File: config.mk
export PLATFORM = sky130hd
export DESIGN_NAME = float_box_placement_core
export DESIGN_NICKNAME = d
export VERILOG_FILES = /design/src/hw/rtl/fbp_pkg.sv /design/src/hw/rtl/fbp_ram.sv /design/src/hw/rtl/fbp_datapath.sv /design/src/hw/rtl/fbp_ctrl.sv /design/src/hw/rtl/float_box_placement_core.sv
export SDC_FILE = /design/constraint.sdc
export NUM_CORES = 2
export LEC_CHECK = 0
export BUFFER_PORTS_ARGS = -buffer_cell sky130_fd_sc_hd__buf_4
export CAP_MARGIN = 20
export CORE_MARGIN = 1
export CORE_UTILIZATION = 45
export DETAILED_ROUTE_END_ITERATION = 6
export RECOVER_POWER = 100
export SYNTH_ARGS = -nofsm -noshare
export SYNTH_HDL_FRONTEND = slang
export SYNTH_HIERARCHICAL = 1
export SYNTH_SLANG_ARGS = --single-unit
File: constraint.sdc
create_clock -name clk -period 33.9 [get_ports clk]
set_input_delay 5.085 -clock clk [delete_from_list [all_inputs] [get_ports clk]]
set_output_delay 5.085 -clock clk [all_outputs]
set_load 0.02 [all_outputs]
File: src/hw/rtl/fbp_pkg.sv
// Package for the float box placement block: types, codes and constants.
// Depends on nothing; imported by every RTL module of the block except fbp_ram.
package fbp_pkg;
  localparam int MaxFloatsDef = 16;
  // Width of every signed fixed point coordinate.
  localparam int CB = 24;

  localparam logic [1:0] REQ_INSERT = 2'd0;
  localparam logic [1:0] REQ_CLEAR  = 2'd1;
  localparam logic [1:0] REQ_PLACE  = 2'd2;

  localparam logic [1:0] SIDE_NONE  = 2'd0;
  localparam logic [1:0] SIDE_LEFT  = 2'd1;
  localparam logic [1:0] SIDE_RIGHT = 2'd2;
  localparam logic [1:0] SIDE_RSVD  = 2'd3;

  localparam logic [1:0] ST_OK   = 2'd0;
  localparam logic [1:0] ST_FULL = 2'd1;
  localparam logic [1:0] ST_SAT  = 2'd2;

  localparam logic CFG_LEFT  = 1'b0;
  localparam logic CFG_RIGHT = 1'b1;

  typedef struct packed {
    logic [1:0]          req_type;
    logic [1:0]          side;
    logic signed [CB-1:0] pos_x;
    logic signed [CB-1:0] pos_y;
    logic [CB-2:0]       size_w;
    logic [CB-2:0]       size_h;
    logic signed [CB-1:0] pad_l;
    logic signed [CB-1:0] pad_r;
    logic signed [CB-1:0] pad_t;
    logic signed [CB-1:0] pad_b;
  } in_word_t;

  typedef struct packed {
    logic signed [CB-1:0] place_x;
    logic signed [CB-1:0] place_y;
    logic signed [CB-1:0] margin_x;
    logic signed [CB-1:0] margin_y;
    logic signed [CB-1:0] margin_width;
    logic signed [CB-1:0] margin_height;
    logic signed [CB-1:0] band_left;
    logic signed [CB-1:0] band_right;
    logic signed [CB-1:0] band_clear_y;
    logic                 band_overlap;
    logic [1:0]           status;
  } out_word_t;

  // Controller to datapath commands.
  typedef struct packed {
    logic load;        // capture input word
    logic do_insert;   // write table entry from input word
    logic do_clear;    // empty the table
    logic scan_start;  // reset band accumulators
    logic scan_step;   // fold one read table entry into band
    logic move_down;   // move float_y to clear_y
    logic finish;      // compute result word
  } dp_cmd_t;

  // Datapath to controller status.
  typedef struct packed {
    logic table_full;
    logic scan_last;
    logic keep_moving;
  } dp_stat_t;

  // Saturate an exact value (CB+4 bits wide) to CB bits.
  function automatic logic signed [CB-1:0] sat_c(input logic signed [CB+3:0] v,
                                                  output logic f);
    logic signed [CB+3:0] mx;
    logic signed [CB+3:0] mn;
    mx = (CB+4)'((64'sd1 <<< (CB-1)) - 64'sd1);
    mn = -mx - (CB+4)'(1);
    f = 1'b0;
    if (v > mx) begin
      f = 1'b1;
      sat_c = mx[CB-1:0];
    end else if (v < mn) begin
      f = 1'b1;
      sat_c = mn[CB-1:0];
    end else begin
      sat_c = v[CB-1:0];
    end
  endfunction
endpackage

File: src/hw/rtl/fbp_ram.sv
// Generic single-port-write, single-read RAM with registered read data.
// Depends on nothing.
module fbp_ram #(
  parameter int WIDTH = 8,
  parameter int DEPTH = 16
) (
  input  logic                     clk,
  input  logic                     we,
  input  logic [$clog2(DEPTH)-1:0] waddr,
  input  logic [WIDTH-1:0]         wdata,
  input  logic [$clog2(DEPTH)-1:0] raddr,
  output logic [WIDTH-1:0]         rdata
);
  logic [WIDTH-1:0] mem [DEPTH];

  always_ff @(posedge clk) begin
    if (we) begin
      mem[waddr] <= wdata;
    end
    rdata <= mem[raddr];
  end
endmodule

File: src/hw/rtl/fbp_datapath.sv
// Datapath of the float placement block: float table, band scan and result.
// Depends on fbp_pkg and fbp_ram.
module fbp_datapath
  import fbp_pkg::*;
#(
  parameter int MAX_FLOATS = MaxFloatsDef
) (
  input  logic            clk,
  input  logic            rst,
  input  dp_cmd_t         cmd,
  input  in_word_t        in_word,
  input  logic signed [CB-1:0] cfg_left,
  input  logic signed [CB-1:0] cfg_right,
  output dp_stat_t        stat,
  output out_word_t       result
);
  localparam int AW = $clog2(MAX_FLOATS);
  localparam int NW = $clog2(MAX_FLOATS + 1);
  localparam int EW = CB + 4;
  localparam int RW = 3 * CB + 2;

  in_word_t             req;
  logic [NW-1:0]        count;
  logic [NW-1:0]        rd_idx;
  logic                 rd_valid;
  logic signed [CB-1:0] fy;
  logic signed [EW-1:0] th;
  logic signed [EW-1:0] need;
  logic signed [CB-1:0] b_left, b_right, b_clear;
  logic                 b_over;
  logic                 sat_flag;

  logic [1:0]           side_n;
  logic signed [CB-1:0] ins_bottom, ins_edge, fy0;
  logic                 f_ins_b, f_ins_e, f_fy0;
  logic [1:0]           ins_status;
  logic [RW-1:0]        wdata, rdata;
  logic signed [CB-1:0] e_top, e_bot, e_edge;
  logic [1:0]           e_side;
  logic                 hit;
  logic signed [CB-1:0] fl_right;

  assign side_n = (in_word.side == SIDE_RSVD) ? SIDE_NONE : in_word.side;
  always_comb begin
    ins_bottom = sat_c(EW'(in_word.pos_y) + EW'({1'b0, in_word.size_h}), f_ins_b);
  end
  always_comb begin
    logic signed [CB-1:0] t;
    t = sat_c(EW'(in_word.pos_x) + EW'({1'b0, in_word.size_w}), f_ins_e);
    unique case (side_n)
      SIDE_LEFT:  ins_edge = t;
      SIDE_RIGHT: begin ins_edge = in_word.pos_x; f_ins_e = 1'b0; end
      default:    begin ins_edge = '0; f_ins_e = 1'b0; end
    endcase
  end
  always_comb begin
    fy0 = sat_c(EW'(req.pos_y) + EW'(req.pad_t), f_fy0);
  end
  assign wdata = {in_word.pos_y, ins_bottom, ins_edge, side_n};
  assign ins_status = stat.table_full ? ST_FULL :
                      ((f_ins_b || f_ins_e) ? ST_SAT : ST_OK);

  fbp_ram #(.WIDTH(RW), .DEPTH(MAX_FLOATS)) u_table (
    .clk  (clk),
    .we   (cmd.do_insert && !stat.table_full),
    .waddr(count[AW-1:0]),
    .wdata(wdata),
    .raddr(rd_idx[AW-1:0]),
    .rdata(rdata)
  );

  assign e_top  = rdata[RW-1 -: CB];
  assign e_bot  = rdata[RW-1-CB -: CB];
  assign e_edge = rdata[RW-1-2*CB -: CB];
  assign e_side = rdata[1:0];
  assign hit = rd_valid && (fy < e_bot) && ((EW'(fy) + th) > EW'(e_top));

  assign stat.table_full  = (count >= NW'(MAX_FLOATS));
  assign stat.scan_last   = !rd_valid && (rd_idx >= count);
  assign fl_right = (b_right < b_left) ? b_left : b_right;
  assign stat.keep_moving = b_over && ((EW'(fl_right) - EW'(b_left)) < need) && (b_clear > fy);

  always_ff @(posedge clk) begin
    if (rst) begin
      count <= '0;
    end else if (cmd.do_clear) begin
      count <= '0;
    end else if (cmd.do_insert && !stat.table_full) begin
      count <= count + NW'(1);
    end
  end

  always_ff @(posedge clk) begin
    logic fa, fb, fc, fd, fe, ff;
    logic signed [CB-1:0] fx, mx, my, mw, mh;
    out_word_t zw;
    if (cmd.load) begin
      // Every word but a place word answers with zero fields and a status.
      zw = '0;
      if (in_word.req_type == REQ_INSERT) zw.status = ins_status;
      req <= in_word;
      sat_flag <= 1'b0;
      result <= zw;
    end
    if (cmd.scan_start) begin
      if (!cmd.move_down) begin
        fy <= fy0;
        sat_flag <= f_fy0;
        th <= EW'({1'b0, req.size_h}) + EW'(req.pad_t) + EW'(req.pad_b);
        need <= EW'({1'b0, req.size_w}) + EW'(req.pad_l) + EW'(req.pad_r);
        b_clear <= fy0;
      end else begin
        fy <= b_clear;
      end
      b_left <= cfg_left;
      b_right <= cfg_right;
      b_over <= 1'b0;
      rd_idx <= '0;
      rd_valid <= 1'b0;
    end else if (cmd.scan_step) begin
      rd_valid <= (rd_idx < count);
      if (rd_idx < count) rd_idx <= rd_idx + NW'(1);
      if (hit) begin
        b_over <= 1'b1;
        if (e_bot > b_clear) b_clear <= e_bot;
        if (e_side == SIDE_LEFT && e_edge > b_left) b_left <= e_edge;
        if (e_side == SIDE_RIGHT && e_edge < b_right) b_right <= e_edge;
      end
    end
    if (cmd.finish) begin
      unique case (req.side)
        SIDE_LEFT:  fx = sat_c(EW'(b_left) + EW'(req.pad_l), fa);
        SIDE_RIGHT: fx = sat_c(EW'(fl_right) - EW'(req.pad_r)
                               - EW'({1'b0, req.size_w}), fa);
        default:    begin fx = cfg_left; fa = 1'b0; end
      endcase
      mx = sat_c(EW'(fx) - EW'(req.pad_l), fb);
      my = sat_c(EW'(fy) - EW'(req.pad_t), fc);
      mw = sat_c(need, fd);
      mh = sat_c(th, fe);
      ff = sat_flag;
      result.place_x <= fx;
      result.place_y <= fy;
      result.margin_x <= mx;
      result.margin_y <= my;
      result.margin_width <= mw;
      result.margin_height <= mh;
      result.band_left <= b_left;
      result.band_right <= fl_right;
      result.band_clear_y <= b_clear;
      result.band_overlap <= b_over;
      result.status <= (fa || fb || fc || fd || fe || ff) ? ST_SAT : ST_OK;
    end
  end
endmodule

File: src/hw/rtl/fbp_ctrl.sv
// Controller state machine of the float placement block.
// Depends on fbp_pkg.
module fbp_ctrl
  import fbp_pkg::*;
(
  input  logic     clk,
  input  logic     rst,
  input  logic     in_valid,
  output logic     in_ready,
  output logic     out_valid,
  input  logic     out_ready,
  input  logic [1:0] req_type,
  input  dp_stat_t stat,
  output dp_cmd_t  cmd
);
  typedef enum logic [2:0] {S_IDLE, S_START, S_SCAN, S_DECIDE, S_FINISH} state_t;
  state_t state;
  logic   accept;

  assign in_ready = (state == S_IDLE) && !out_valid;
  assign accept = in_valid && in_ready;

  always_comb begin
    cmd = '0;
    cmd.load = accept;
    cmd.do_insert = accept && (req_type == REQ_INSERT);
    cmd.do_clear  = accept && (req_type == REQ_CLEAR);
    cmd.scan_start = (state == S_START) || (state == S_DECIDE && stat.keep_moving);
    cmd.move_down = (state == S_DECIDE);
    cmd.scan_step = (state == S_SCAN);
    cmd.finish = (state == S_FINISH);
  end

  always_ff @(posedge clk) begin
    if (rst) begin
      state <= S_IDLE;
      out_valid <= 1'b0;
    end else begin
      if (out_valid && out_ready) out_valid <= 1'b0;
      unique case (state)
        S_IDLE: begin
          if (accept) begin
            if (req_type == REQ_PLACE) begin
              state <= S_START;
            end else begin
              out_valid <= 1'b1;
            end
          end
        end
        S_START: state <= S_SCAN;
        S_SCAN: if (stat.scan_last) state <= S_DECIDE;
        S_DECIDE: state <= stat.keep_moving ? S_SCAN : S_FINISH;
        S_FINISH: begin
          state <= S_IDLE;
          out_valid <= 1'b1;
        end
        default: state <= S_IDLE;
      endcase
    end
  end
endmodule

File: src/hw/rtl/float_box_placement_core.sv
// Top level of the float box placement block.
// Depends on fbp_pkg, fbp_ctrl, fbp_datapath and fbp_ram.
//
// Usage: words arrive on the in channel (in_valid/in_ready, payload in_data)
// and one result word per input word leaves on the out channel
// (out_valid/out_ready, payload out_data). The left content edge (index 0)
// and the right content edge (index 1) are written through
// cfg_we/cfg_index/cfg_data; the user must write them only while no word is in
// flight; the block itself does not enforce this. For insert, clear and
// unused request words the result is valid the cycle after acceptance. A
// place word scans the float table one entry per cycle through the table
// memory's single registered read port. Each pass runs the scan state and
// then a decision state; with N stored floats the box moves down at most N
// times, so P passes with P <= N+1 are made. The start state, the passes and
// the finish state all come before the result is valid.
// One word is in flight at a time: in_ready drops from acceptance until the
// result has been taken, so a stalled receiver simply holds out_data steady.
// Reset empties the float table (count zero), clears both content edges and
// drops out_valid. Table contents are not cleared; entries beyond the count
// are never used.
module float_box_placement_core
  import fbp_pkg::*;
#(
  parameter int MAX_FLOATS = MaxFloatsDef
) (
  input  logic                 clk,
  input  logic                 rst,
  input  logic                 in_valid,
  output logic                 in_ready,
  input  in_word_t             in_data,
  output logic                 out_valid,
  input  logic                 out_ready,
  output out_word_t            out_data,
  input  logic                 cfg_we,
  input  logic                 cfg_index,
  input  logic [CB-1:0]        cfg_data
);
  logic signed [CB-1:0] left_edge, right_edge;
  dp_cmd_t  cmd;
  dp_stat_t stat;

  // The configuration registers, written with no handshake.
  always_ff @(posedge clk) begin
    if (rst) begin
      left_edge <= '0;
      right_edge <= '0;
    end else if (cfg_we) begin
      if (cfg_index == CFG_LEFT) left_edge <= cfg_data;
      if (cfg_index == CFG_RIGHT) right_edge <= cfg_data;
    end
  end

  fbp_ctrl u_ctrl (
    .clk(clk), .rst(rst),
    .in_valid(in_valid), .in_ready(in_ready),
    .out_valid(out_valid), .out_ready(out_ready),
    .req_type(in_data.req_type),
    .stat(stat), .cmd(cmd)
  );

  fbp_datapath #(.MAX_FLOATS(MAX_FLOATS)) u_dp (
    .clk(clk), .rst(rst), .cmd(cmd), .in_word(in_data),
    .cfg_left(left_edge), .cfg_right(right_edge),
    .stat(stat), .result(out_data)
  );
endmodule

==> impl_summary.txt <==
----------------------------------------------------
[STA]
  Worst-margin pin slew ... 8.31 ns
  Post-layout min period ... 15.60 ns
  Rel. slew slack ... -454%
  TNS Setup ... 0 ns
  Period Utilization, post-route ... 46.0%
  Final setup vio count ... 0
  Number of hold violations in the final report ... 0
  Maximum achievable frequency ... 0.0641 GHz
  Final Max Slew Viols ... 2,382
  RSZ-0062 raised after global routing ... no
  Post-route clock skew ... 0.0696 ns

[Setup path]
  Critical-path maximum fanout ... 127
  Nature of the critical path startpoint ... register
  Required time at the endpoint of the critical path ... 34.59 ns
  Worst endpoint data arrival time ... 16.30 ns
  Nature of the critical path endpoint ... register
  Crit path kind ... register to register

[Die]
  Y dimension of the die ... 443 um
  I/O pins ... 445
  Floorplan row count ... 161
  Initial core utilization ... 45.4%
  Horizontal extent of the die ... 443 um
  Placeable core region ... 0.193 sq mm
  Die ar. ... 0.197 sq mm

[Run status]
  Violations in the final reports ... max-capacitance violations, max-slew violations
  Status ... complete, but fails checks

[Pwr]
  Reported leakage power ... 0.0356 uW
  Power density of the placed cells ... 59.9 mW/mm^2
  Maximum vdd drop ... 0.0596 mV

[Detailed routing]
  Per-cell via count in the routed design ... 5.90
  Remaining antenna violation count ... 0
  Via count ... 54,800
  Per-cell routed wire length ... 29.4 um
  DRC viols ... 0
  Iteration count of the initial detailed-routing pass ... 6
  Number of DRC markers in iteration 0 ... 5,785
  Total length of routed wires ... 273 mm

[Placed design]
  # port buffers ... 444
  Routability congestion estimate from global placement ... 0.958
  Final HPWL DP ... 193 mm

[Yosys]
  Mean post-synth cell area ... 14.5 sq um
  Synthesized instance count ... 6,043
  Warnings, synthesis ... 6
  Net Count, Synth ... 6,820
  Cell area after synthesis ... 0.0877 sq mm

[CTS]
  Number of hold buffers added after cts ... 0
  TritonCTS clock tree ... yes
  Resized Gates After CTS ... 0
  Number of clock buffers inserted by TritonCTS ... 191
  Buffer type at the clock tree root ... sky130_fd_sc_hd__clkbuf_16
  Buffers from clock root to sink, at most ... 3
  H-tree Lvls ... 4
  Post-CTS setup repair buffer count ... 0
  Num Clock Sinks ... 1,858
  Worst-skew pair later-pin latency ... 0.87 ns
  CTS clk-pin slew, worst paths ... 0.06 ns

[Job]
  Max-capacitance violation count ... 64

[Global route]
  Global router's overall resource usage ... 27.5%
  First-pass GRT wire length ... 386 mm
  Vias in the first global route ... 53,400
  Number of antenna violations at the first check in global routing ... 32
  Overflow left after global routing ... 0
  Maximum number of pins on one net before global-route repair ... 128

[Cells and area]
  Area growth from synthesis to layout ... 12.9%
  Nets@finish ... 7,371
  Filler Cell Count ... 16,500
  Final core area utilization ... 51.3%
  Ratio of cells with drive above 1 in the final layout ... 11.9%

[Hold path]
  Class of the most critical hold timing path ... register to register

----------------------------------------------------
## metrics by stage
step	instances	hold slack, ns	total power, uW	worst slack [ns]	instance area (sq um)
3_3_place_gp	8913	0.461	3860	22.87	94200
2_1_floorplan	6043	0.449	3470	22.10	87700
3_5_place_dp	8915	0.467	3870	22.72	94200
5_1_grt	9298	0.500	6150	17.32	98900
4_1_cts	9276	0.477	5970	22.71	100000
6_report	9302	0.478	5920	18.30	98900
## worst max-delay path, cell delays in order (launching register included)
cell and delay, ns:
sky130_fd_sc_hd__dfxtp_1 2.18, sky130_fd_sc_hd__clkbuf_1 5.91, sky130_fd_sc_hd__clkbuf_1 3.10, sky130_fd_sc_hd__clkbuf_1 2.89, sky130_fd_sc_hd__mux4_2 0.69, sky130_fd_sc_hd__a22oi_1 0.13, sky130_fd_sc_hd__nand2_1 0.34
## power breakdown
| part | internal [uW] | total [uW] | switching, uW | leakage, uW |
|---|---|---|---|---|
| clock | 1190 | 2100 | 916 | 0.00305 |
| sequential | 2640 | 2720 | 78.3 | 0.0170 |
| combinational | 417 | 1100 | 687 | 0.0155 |
| total | 4240 | 5920 | 1680 | 0.0356 |
## registers in the layout, summed over array words and instances (netlist names)
| register | cells |
|---|---|
| u_dp/u_table/mem | 1184 |
| u_dp/result | 219 |
| u_dp/req | 168 |
| u_dp/u_table/rdata | 74 |
| u_dp/need | 26 |
| u_dp/th | 26 |
| left_edge | 24 |
| right_edge | 24 |
| u_dp/b_clear | 24 |
| u_dp/b_left | 24 |
| u_dp/b_right | 24 |
| u_dp/fy | 24 |
| u_dp/count | 5 |
| u_dp/rd_idx | 5 |
| u_ctrl/state | 3 |
| u_ctrl/out_valid | 1 |
| u_dp/b_over | 1 |
| u_dp/rd_valid | 1 |
| u_dp/sat_flag | 1 |
## metal layers
layer | part of all wire (%) | global-route usage [%]
met5 | 0.011 | 0
met4 | 3.5 | 9.39
met3 | 7.1 | 4.13
met2 | 46 | 42.9
met1 | 43 | 39.3
## cell usage in the layout, fill, tap and decap left out, drive strengths merged, types with 177 or more instances in the layout
master / count
inv: 384
ha: 474
nor2: 370
edfxtp: 1719
o21ai: 263
a21oi: 249
nand2b: 177
clkbuf: 729
mux4: 296
nand2: 371
## path summary, 6_finish.rpt
path,start,to,slack (ns),cells after the start
setup reg to reg,u_dp/rd_idx[1]$_SDFFE_PP0P_,u_dp/u_table/rdata[36]$_DFF_P_,18.30,6
setup / recovery,u_dp/rd_idx[1]$_SDFFE_PP0P_,u_dp/u_table/rdata[36]$_DFF_P_,18.30,6
hold / removal,u_dp/sat_flag$_DFF_P_,u_dp/sat_flag$_DFF_P_,0.48,2
hold reg to reg,u_dp/sat_flag$_DFF_P_,u_dp/sat_flag$_DFF_P_,0.48,2
## area by class of cell
type / instances / area (sq um) / share of cell area (%)
clock inverter: 111 / 1160 / 1.18
inverter: 375 / 1410 / 1.42
sequential: 1858 / 54400 / 55.0
tap: 2526 / 3160 / 3.19
timing repair buffer: 560 / 2760 / 2.79
clock buffer: 250 / 5140 / 5.20
antenna: 14 / 35.0 / 0.0354
multi-input combinational: 3608 / 30900 / 31.2
(Power assumes the default switching activity.)
